[src/rtl/etfp_pkg.sv]
// shared types, constants and the crc-8 step for the telemetry frame parser
package etfp_pkg;

	localparam int unsigned FRAME_LEN   = 10;
	localparam int unsigned DATA_LEN    = FRAME_LEN - 1;
	localparam int unsigned COUNT_W     = 4;
	localparam int unsigned IN_DATA_W   = 8;
	localparam int unsigned OUT_FIELD_W = 8 + 4 * 16 + 1;
	localparam int unsigned OUT_DATA_W  = ((OUT_FIELD_W + 7) / 8) * 8;
	localparam logic [7:0]  CRC_POLY    = 8'h07;
	localparam logic [7:0]  CRC_TOP     = 8'h80;

	typedef logic [COUNT_W-1:0] count_t;

	typedef struct packed {
		logic        crc_error;
		logic [15:0] erpm_hundreds;
		logic [15:0] consumed_charge;
		logic [15:0] current;
		logic [15:0] voltage;
		logic [7:0]  temperature;
	} frame_t;

	typedef struct packed {
		logic   load;
		frame_t frame;
	} result_t;

	function automatic logic [7:0] crc8_byte(input logic [7:0] crc, input logic [7:0] data);
		logic [7:0] v;
		v = crc ^ data;
		for (int k = 0; k < 8; k++) begin
			if ((v & CRC_TOP) != 8'h00) begin
				v = {v[6:0], 1'b0} ^ CRC_POLY;
			end else begin
				v = {v[6:0], 1'b0};
			end
		end
		return v;
	endfunction

	function automatic logic [OUT_DATA_W-1:0] pack_frame(input frame_t f);
		logic [OUT_DATA_W-1:0] d;
		d = '0;
		d[OUT_FIELD_W-1:0] = {f.crc_error, f.erpm_hundreds, f.consumed_charge, f.current,
			f.voltage, f.temperature};
		return d;
	endfunction

endpackage

[src/rtl/esc_telemetry_frame_parser.sv]
// Motor-controller telemetry frame parser, top level.
//
// Input channel s_axis carries one received serial byte per beat. Every ten
// bytes form a frame: bytes 0..8 are data, byte 9 is a crc-8 (poly 0x07,
// init 0, msb first) over them. On the tenth byte one decoded frame leaves
// on m_axis: temperature, big-endian voltage, current, consumed charge and
// erpm/100, plus a flag set when the crc byte does not match.
//
// A byte is held in the input register and is then folded into the counter
// and crc; the tenth byte is decoded from the input register into the output
// register, from which the frame leaves on m_axis. Throughput: one byte per
// cycle, set by the byte-wide crc step, unless a tenth byte waits on m_axis.
//
// Reset clears the byte counter, the crc and both valid flags; framing is
// counted from reset only. When m_axis stalls, data bytes keep flowing in;
// only a tenth byte waits in the input register until the output register
// frees, and s_axis_tready drops for that time.
module esc_telemetry_frame_parser
	import etfp_pkg::*;
(
	input  logic                  clk,
	input  logic                  arst_n,
	input  logic                  s_axis_tvalid,
	output logic                  s_axis_tready,
	input  logic [IN_DATA_W-1:0]  s_axis_tdata,  // rx_byte
	output logic                  m_axis_tvalid,
	input  logic                  m_axis_tready,
	// temperature, voltage, current, consumed_charge, erpm_hundreds, crc_error, zero pad
	output logic [OUT_DATA_W-1:0] m_axis_tdata
);

	logic                 advance;
	logic                 valid_s1;
	logic [IN_DATA_W-1:0] byte_s1;
	logic                 out_free;
	result_t              result;

	etfp_input_reg u_in (
		.clk           (clk),
		.arst_n        (arst_n),
		.s_axis_tvalid (s_axis_tvalid),
		.s_axis_tready (s_axis_tready),
		.s_axis_tdata  (s_axis_tdata),
		.advance       (advance),
		.valid_s1      (valid_s1),
		.byte_s1       (byte_s1)
	);

	etfp_frame_core u_core (
		.clk      (clk),
		.arst_n   (arst_n),
		.valid_s1 (valid_s1),
		.byte_s1  (byte_s1),
		.out_free (out_free),
		.advance  (advance),
		.result   (result)
	);

	etfp_result_reg u_out (
		.clk           (clk),
		.arst_n        (arst_n),
		.result        (result),
		.out_free      (out_free),
		.m_axis_tvalid (m_axis_tvalid),
		.m_axis_tready (m_axis_tready),
		.m_axis_tdata  (m_axis_tdata)
	);

endmodule

[src/rtl/etfp_input_reg.sv]
// input register stage holding one received byte
module etfp_input_reg
	import etfp_pkg::*;
(
	input  logic                 clk,
	input  logic                 arst_n,
	input  logic                 s_axis_tvalid,
	output logic                 s_axis_tready,
	input  logic [IN_DATA_W-1:0] s_axis_tdata,
	input  logic                 advance,
	output logic                 valid_s1,
	output logic [IN_DATA_W-1:0] byte_s1
);

	assign s_axis_tready = !valid_s1 || advance;

	always_ff @(posedge clk or negedge arst_n) begin
		if (!arst_n) begin
			valid_s1 <= 1'b0;
		end else if (s_axis_tready) begin
			valid_s1 <= s_axis_tvalid;
		end
	end

	always_ff @(posedge clk) begin
		if (s_axis_tready && s_axis_tvalid) begin
			byte_s1 <= s_axis_tdata;
		end
	end

endmodule

[src/rtl/etfp_frame_core.sv]
// byte counter, running crc and frame byte store
module etfp_frame_core
	import etfp_pkg::*;
(
	input  logic                 clk,
	input  logic                 arst_n,
	input  logic                 valid_s1,
	input  logic [IN_DATA_W-1:0] byte_s1,
	input  logic                 out_free,
	output logic                 advance,
	output result_t              result
);

	count_t     count_q;
	logic [7:0] crc_q;
	logic [7:0] store_q [DATA_LEN];
	logic       is_last;

	assign is_last = (count_q >= COUNT_W'(DATA_LEN));
	assign advance = valid_s1 && (!is_last || out_free);

	always_ff @(posedge clk or negedge arst_n) begin
		if (!arst_n) begin
			count_q <= '0;
			crc_q   <= '0;
		end else if (advance) begin
			if (is_last) begin
				count_q <= '0;
				crc_q   <= '0;
			end else begin
				count_q <= count_q + COUNT_W'(1);
				crc_q   <= crc8_byte(crc_q, byte_s1);
			end
		end
	end

	// data bytes, always written before they are read within a frame
	always_ff @(posedge clk) begin
		if (advance && !is_last) begin
			store_q[count_q] <= byte_s1;
		end
	end

	always_comb begin
		result.load                  = advance && is_last;
		result.frame.temperature     = store_q[0];
		result.frame.voltage         = {store_q[1], store_q[2]};
		result.frame.current         = {store_q[3], store_q[4]};
		result.frame.consumed_charge = {store_q[5], store_q[6]};
		result.frame.erpm_hundreds   = {store_q[7], store_q[8]};
		result.frame.crc_error       = (crc_q != byte_s1);
	end

endmodule

[src/rtl/etfp_result_reg.sv]
// output register for decoded frames
module etfp_result_reg
	import etfp_pkg::*;
(
	input  logic                  clk,
	input  logic                  arst_n,
	input  result_t               result,
	output logic                  out_free,
	output logic                  m_axis_tvalid,
	input  logic                  m_axis_tready,
	output logic [OUT_DATA_W-1:0] m_axis_tdata
);

	logic valid_q;

	assign out_free      = !valid_q || m_axis_tready;
	assign m_axis_tvalid = valid_q;

	always_ff @(posedge clk or negedge arst_n) begin
		if (!arst_n) begin
			valid_q <= 1'b0;
		end else if (result.load) begin
			valid_q <= 1'b1;
		end else if (m_axis_tready) begin
			valid_q <= 1'b0;
		end
	end

	always_ff @(posedge clk) begin
		if (result.load) begin
			m_axis_tdata <= pack_frame(result.frame);
		end
	end

endmodule

[config.mk]
export PLATFORM = sky130hd
export DESIGN_NAME = esc_telemetry_frame_parser
export DESIGN_NICKNAME = d
export VERILOG_FILES = /design/src/rtl/etfp_pkg.sv /design/src/rtl/esc_telemetry_frame_parser.sv /design/src/rtl/etfp_input_reg.sv /design/src/rtl/etfp_frame_core.sv /design/src/rtl/etfp_result_reg.sv
export SDC_FILE = /design/constraint.sdc
export NUM_CORES = 1
export LEC_CHECK = 0
export ABC_AREA = 1
export BUFFER_PORTS_ARGS = -buffer_cell sky130_fd_sc_hd__buf_2
export CORE_MARGIN = 1.5
export CORE_UTILIZATION = 50
export DETAILED_ROUTE_END_ITERATION = 7
export MAX_ROUTING_LAYER = met4
export PLACE_DENSITY = 0.81
export SLEW_MARGIN = 10
export SYNTH_ARGS = -nofsm -noshare
export SYNTH_HDL_FRONTEND = slang
export SYNTH_HIERARCHICAL = 1
export SYNTH_SLANG_ARGS = --single-unit
[constraint.sdc]
create_clock -name clk -period 4.1 [get_ports clk]
set_input_delay 0.205 -clock clk [delete_from_list [all_inputs] [get_ports clk]]
set_output_delay 0.205 -clock clk [all_outputs]
set_load 0.03 [all_outputs]
# Word-level counts from Yosys, hierarchy flattened

Memory sizes are Yosys's and may differ from the RTL's. A register that Yosys moved wholly into a read port is not among the register bits.
Cells that the tools add are included.

Add/sub/neg operators: 1
Multiply operators: 0
Div/mod/pow operators: 0
Magnitude comparators: 1
Eq/ne operators: 1
Shift operators: 0
Multiplexer cells: 28
Bitwise operators: 9
Reductions and logical operators: 11

Operators with widths:

| operator                                                      | number |
|---|---|
| 8-bit two-way mux                                             | 15 |
| 3-bit two-way mux                                             | 8 |
| 3-bit NOT                                                     | 8 |
| 8-bit != test                                                 | 1 |
| 8-bit XOR                                                     | 1 |
| 4-bit by 1-bit adder with 4-bit output, second input constant | 1 |
| 4-bit greater-or-equal comparator, second input constant      | 1 |
| 1-bit logical AND                                             | 4 |
| 1-bit two-way mux                                             | 4 |
| 4-bit two-way mux                                             | 1 |
| 1-bit zero test                                               | 3 |
| 1-bit logical OR                                              | 3 |
| 2-bit nonzero test                                            | 1 |

Flip-flop bits (word level): 95
Latch bits: 0
Memory bits (writable): 72
Bits in read-only memories: 0
Output and inout port bits: 82
Logic and storage cells: 58
Memories kept: 1

Memory list:

| memory         | words | bits a word | rd ports | clocked after Yosys merged registers in | write ports | RTL line              | source |
|---|---|---|---|---|---|---|---|
| u_core.store_q | 9     | 8           | 9        | 9                                       | 1           | etfp_frame_core.sv:16 | `logic [7:0] store_q [DATA_LEN];` |

# Longest topological paths before layout

Depth after elaboration: 32
Gate-level depth with buffers: 11

# Cells and area by module

The synthesis kept the hierarchy.

By module, submodules not included:

| module          | times used | cells an instance | area each (um2) | sequential area each (um2) |
|---|---|---|---|---|
| etfp_frame_core | 1          | 229               | 3209.3          | 2462.4 |
| etfp_result_reg | 1          | 86                | 2293.4          | 2217.1 |
| etfp_input_reg  | 1          | 14                | 285.3           | 265.3 |

# Least setup slack after synthesis

Ideal clock, no wire load.

Path type: reg2reg
From: register u_core.count_q[0]
To: register u_out.m_axis_tdata[0] (read register of u_core.store_q) (enable)
Data arrival time: 2.608 ns
Path slack: 1.065 ns
Cell stages (with the launch flop): 9
Path buffers: 0
Period minus slack after synthesis: 3.035 ns
Path through: dfrtp_1 -> inv_1 -> ha_1 -> nand3_4 -> nand2_4 -> o21ai_4 -> inv_4 -> nand3_2 -> inv_1

RTL lines:

| element                | RTL line              | source |
|---|---|---|
| from (decl)            | etfp_frame_core.sv:14 | `count_t count_q;` |
| from (signal assigned) | etfp_frame_core.sv:31 | `count_q <= count_q + COUNT_W'(1);` |
| to (decl)              | etfp_result_reg.sv:11 | `output logic [OUT_DATA_W-1:0] m_axis_tdata` |

==> results.rst <==
.. list-table::
   :header-rows: 1

   * - Metric
     - Value
   * - Status
     - complete, no violations
   * - Power density over cell area
     - 713 mW/mm^2
   * - Cell count along the critical path
     - 10
   * - Post-Route Setup TNS
     - 0 ns
   * - Distinct cell type count after synthesis
     - 29
   * - Worst path required time
     - 4.19 ns
   * - Overall die area
     - 0.0122 sq mm
   * - Buf+Inv Stages, Crit Path
     - 5
   * - Minimum clock period
     - 2.67 ns
   * - P_sw
     - 1570 uW
   * - LEAKAGE
     - between 0.002 and 0.003 uW
   * - Vias per std cell
     - 5.12
   * - Sequential power share
     - 47.7%
   * - Slowest stage cell, crit path
     - sky130_fd_sc_hd__inv_2
   * - Gate count of the mapped netlist
     - 329
   * - Max capacitance violation total
     - 0
   * - Placeable Area
     - 0.0114 sq mm
   * - Area share of the largest cell type after synthesis
     - 79.4%
   * - Beginning of the worst register-to-register path
     - u_core/count_q[1]
   * - Initial DRT Pass Iterations
     - 5
   * - TritonCTS buffer count
     - 17
   * - Fill count
     - between 700 and 800
   * - Setup repair after global routing missed its margin
     - no
   * - Delay of the slowest critical-path stage
     - 0.53 ns
   * - Data arrival time at the worst-slack endpoint
     - 2.76 ns
   * - Synthesized area divided by synthesized cell count
     - 17.6 sq um
   * - Number of design rule violations left after detail routing
     - 0
   * - Root buffer selected by CTS
     - sky130_fd_sc_hd__clkbuf_16
   * - FF+latch count, synth
     - 167
   * - Final Power
     - 5030 uW
   * - Initial antenna violation count
     - 0
   * - Drt total wl
     - 10.6 mm
   * - Kind of cell adding the most delay to the critical path
     - buffers and inverters
   * - Iteration-0 DRC count of the detailed router
     - 377
   * - Number of I/O port buffers
     - 86
   * - Setup violations, final
     - 0
   * - Congestion Overflow GR
     - 0
   * - Post-synthesis to final-layout area growth
     - 21.8%
   * - GRT Util Overall
     - 18.9%
   * - Critical Path Fanout Max
     - 45
   * - Commonest non-fill, non-tap cells in the layout
     - sky130_fd_sc_hd__edfxtp_1, sky130_fd_sc_hd__buf_2, sky130_fd_sc_hd__nand2_1
   * - Endpoint of the most critical setup path
     - u_out/m_axis_tdata[50]
   * - Critical path start-end classification
     - flip-flop to flip-flop
   * - Vias
     - 3,064
   * - Fraction of the core area covered by cells at the end of the flow
     - 62.0%
   * - Top Ports
     - 94
   * - Yosys warnings
     - 6
   * - Worst slew slack as a fraction of its limit
     - 30.4%
   * - H-tree Lvls
     - 4
   * - Wire length of the first global-routing pass
     - 16.6 mm
   * - Initial Utilization
     - 50.9%
   * - CP startpoint
     - u_core/count_q[1]
   * - Largest area contributor in the synthesized netlist
     - sky130_fd_sc_hd__edfxtp_1
   * - Worst min-delay path class
     - input pin to flip-flop
   * - Count of nets left with antenna violations after detail routing
     - 0
   * - Share of layout cells above drive strength 1
     - 28.7%
   * - Insertion delay to the later sink of the worst-skew pair
     - 0.42 ns
   * - Max clock buf depth
     - 2
   * - Fraction of power spent switching nets
     - a little under a third
   * - Fin. max-slew vios
     - 0
   * - Final hold viol count
     - 0
   * - Post-layout nets
     - 462
   * - Critical register-to-register path endpoint
     - u_out/m_axis_tdata[50]
   * - Cell row count
     - 39
   * - CTS tree
     - done
   * - Vias in the first global route
     - 3,052
   * - Startpoint Class
     - flip-flop
   * - Dpl hpwl
     - 6.60 mm
   * - Setup slack of the worst register-to-register path
     - 1.43 ns
   * - CTS Sinks
     - ~170
   * - Clock network fraction of design power
     - 29.7%
   * - Part of the total power dissipated in combinational logic
     - 22.5%
   * - RD Place Congestion
     - 0.884
   * - Synth top area cells
     - sky130_fd_sc_hd__edfxtp_1, sky130_fd_sc_hd__dfrtp_1, sky130_fd_sc_hd__nand2_1
   * - # diodes
     - 0
   * - Critical Path Sink Type
     - flip-flop
   * - Int Pwr
     - between 3000 and 4000 uW
   * - CTS clock-pin slew for the worst setup and hold paths
     - about 0.06 ns
   * - Per-cell routed wire length
     - between 15 and 20 microns
   * - Worst-case clock skew
     - between 0.02 and 0.03 ns
   * - Dpl ws
     - 1.52 ns
   * - Most common library cell in the layout ignoring fill and taps
     - sky130_fd_sc_hd__edfxtp_1
   * - Cell breakdown of the critical path
     - inv_1, ha_1, inv_1, nand3_4, nand2_4, o21ai_4, inv_4, nand3_2, inv_2, buf_12
   * - Die extent in y
     - about 110 microns
   * - Largest net degree at the start of global routing
     - 46
   * - Final cycle utilization of the critical path
     - roughly 65%
   * - Register-to-Register Path Depth
     - 10
   * - Setup WS post-layout
     - 1.43 ns
   * - Combined area of all synthesized cells
     - 0.00579 sq mm
   * - Seq/Total Area, Yosys
     - 85.4%
   * - Chip width
     - 111 microns
   * - Slew at the pin closest to its max-slew limit
     - 1.03 ns
   * - Largest voltage drop on the vdd net
     - approximately 0.6 mV
   * - Peak Freq
     - approximately 370 MHz
   * - Dominant cell type by count on the critical path
     - sky130_fd_sc_hd__inv_1
worst min path at each step:
stage / start / to / slack [ns] / depth (start not counted)
final: m_axis_tready / u_out/m_axis_tvalid / 0.14 / 4
after global routing: m_axis_tready / u_out/m_axis_tvalid / 0.14 / 4
after CTS: m_axis_tready / u_out/m_axis_tvalid / 0.13 / 4
after detailed placement: arst_n / u_core/crc_q[1] / 0.13 / 1
after global placement: arst_n / u_core/crc_q[1] / 0.13 / 1
after floorplan: arst_n / u_core/count_q[0] / -0.09 / 0
worst min-delay path, stage by stage:
cell                      delay (ns)
sky130_fd_sc_hd__buf_2          0.09
sky130_fd_sc_hd__inv_1          0.04
sky130_fd_sc_hd__nand2_2        0.10
sky130_fd_sc_hd__nand2_2        0.07
power groups by stage:
stage                     combinational [uW]  sequential [uW]  clock [uW]
after floorplan                          538             2660           0
after global placement                  1050             2410           0
after detailed placement                1100             2430           0
after CTS                               1120             2400        1510
after global routing                    1230             2430        1590
final                                   1130             2400        1500
sequential cells by signal, indices dropped and copies added, names as in the netlist:
| register | cells |
|---|---|
| u_out/m_axis_tdata | 73 |
| u_core/store_q | 72 |
| u_core/crc_q | 8 |
| u_in/byte_s1 | 8 |
| u_core/count_q | 4 |
| u_in/valid_s1 | 1 |
| u_out/m_axis_tvalid | 1 |
kinds of logic (layout without fill, tap and decap cells):
family	Yosys count	count (layout)	share of synthesized area (%)
DFF	167	167	85.4
buffers and inverters	39	160	3.11
adders and majority gates	7	7	1.51
and+or+nand+nor	95	95	7.46
xor gates and xnor gates	7	7	1.06
AOI/OAI and AO/OA	13	13	1.36
other	1	7	0.0648
layer usage:
layer	share of wire [%]	up-vias	global-route usage [%]
met5	0	-	-
met4	2.6	0	8.89
met3	6.4	26	5.76
met2	51	161	30.0
met1	40	1492	22.2
li1	-	1385	-
metrics by stage:
stage,area (sq um),hold slack [ns],cells
2_1_floorplan,5810,-0.0906,335
3_3_place_gp,6390,0.126,557
3_5_place_dp,6390,0.134,557
4_1_cts,7050,0.131,599
5_1_grt,7050,0.137,599
6_report,7050,0.136,599
cells in the mapped netlist:
master and count:
sky130_fd_sc_hd__a21oi_1 3, sky130_fd_sc_hd__buf_2 1, sky130_fd_sc_hd__buf_4 8, sky130_fd_sc_hd__conb_1 1, sky130_fd_sc_hd__dfrtp_1 14, sky130_fd_sc_hd__edfxtp_1 153, sky130_fd_sc_hd__ha_1 7, sky130_fd_sc_hd__inv_1 27
sky130_fd_sc_hd__inv_2 2, sky130_fd_sc_hd__inv_4 1, sky130_fd_sc_hd__nand2_1 60, sky130_fd_sc_hd__nand2_2 4, sky130_fd_sc_hd__nand2_4 1, sky130_fd_sc_hd__nand3_1 15, sky130_fd_sc_hd__nand3_2 1, sky130_fd_sc_hd__nand3_4 1
sky130_fd_sc_hd__nand3b_1 1, sky130_fd_sc_hd__nand4_1 1, sky130_fd_sc_hd__nor2_1 6, sky130_fd_sc_hd__nor2_2 1, sky130_fd_sc_hd__nor4_1 2, sky130_fd_sc_hd__o21ai_0 6, sky130_fd_sc_hd__o21ai_1 1, sky130_fd_sc_hd__o21ai_4 1
sky130_fd_sc_hd__o22ai_1 2, sky130_fd_sc_hd__or2_1 1, sky130_fd_sc_hd__or2_2 1, sky130_fd_sc_hd__xnor2_1 2, sky130_fd_sc_hd__xor2_1 5
area by class of cell:
cell class                 instances  area (sq um)  share of cell area (%)
clock buffer                      22           454                    6.44
clock inverter                    10           109                    1.54
inverter                          30           115                    1.63
multi-input combinational        129           692                    9.81
sequential                       167          4940                    70.1
tap                              143           179                    2.54
timing repair buffer              98           558                    7.91
timing repair:
item / in CTS / in global routing
gates resized for setup: 0 / 0
hold buffers: 10 / 0
endpoints found under the hold margin: 23 / 0
buffers inserted: 0 / 0
No activity file was read; power rests on OpenSTA's default activity.
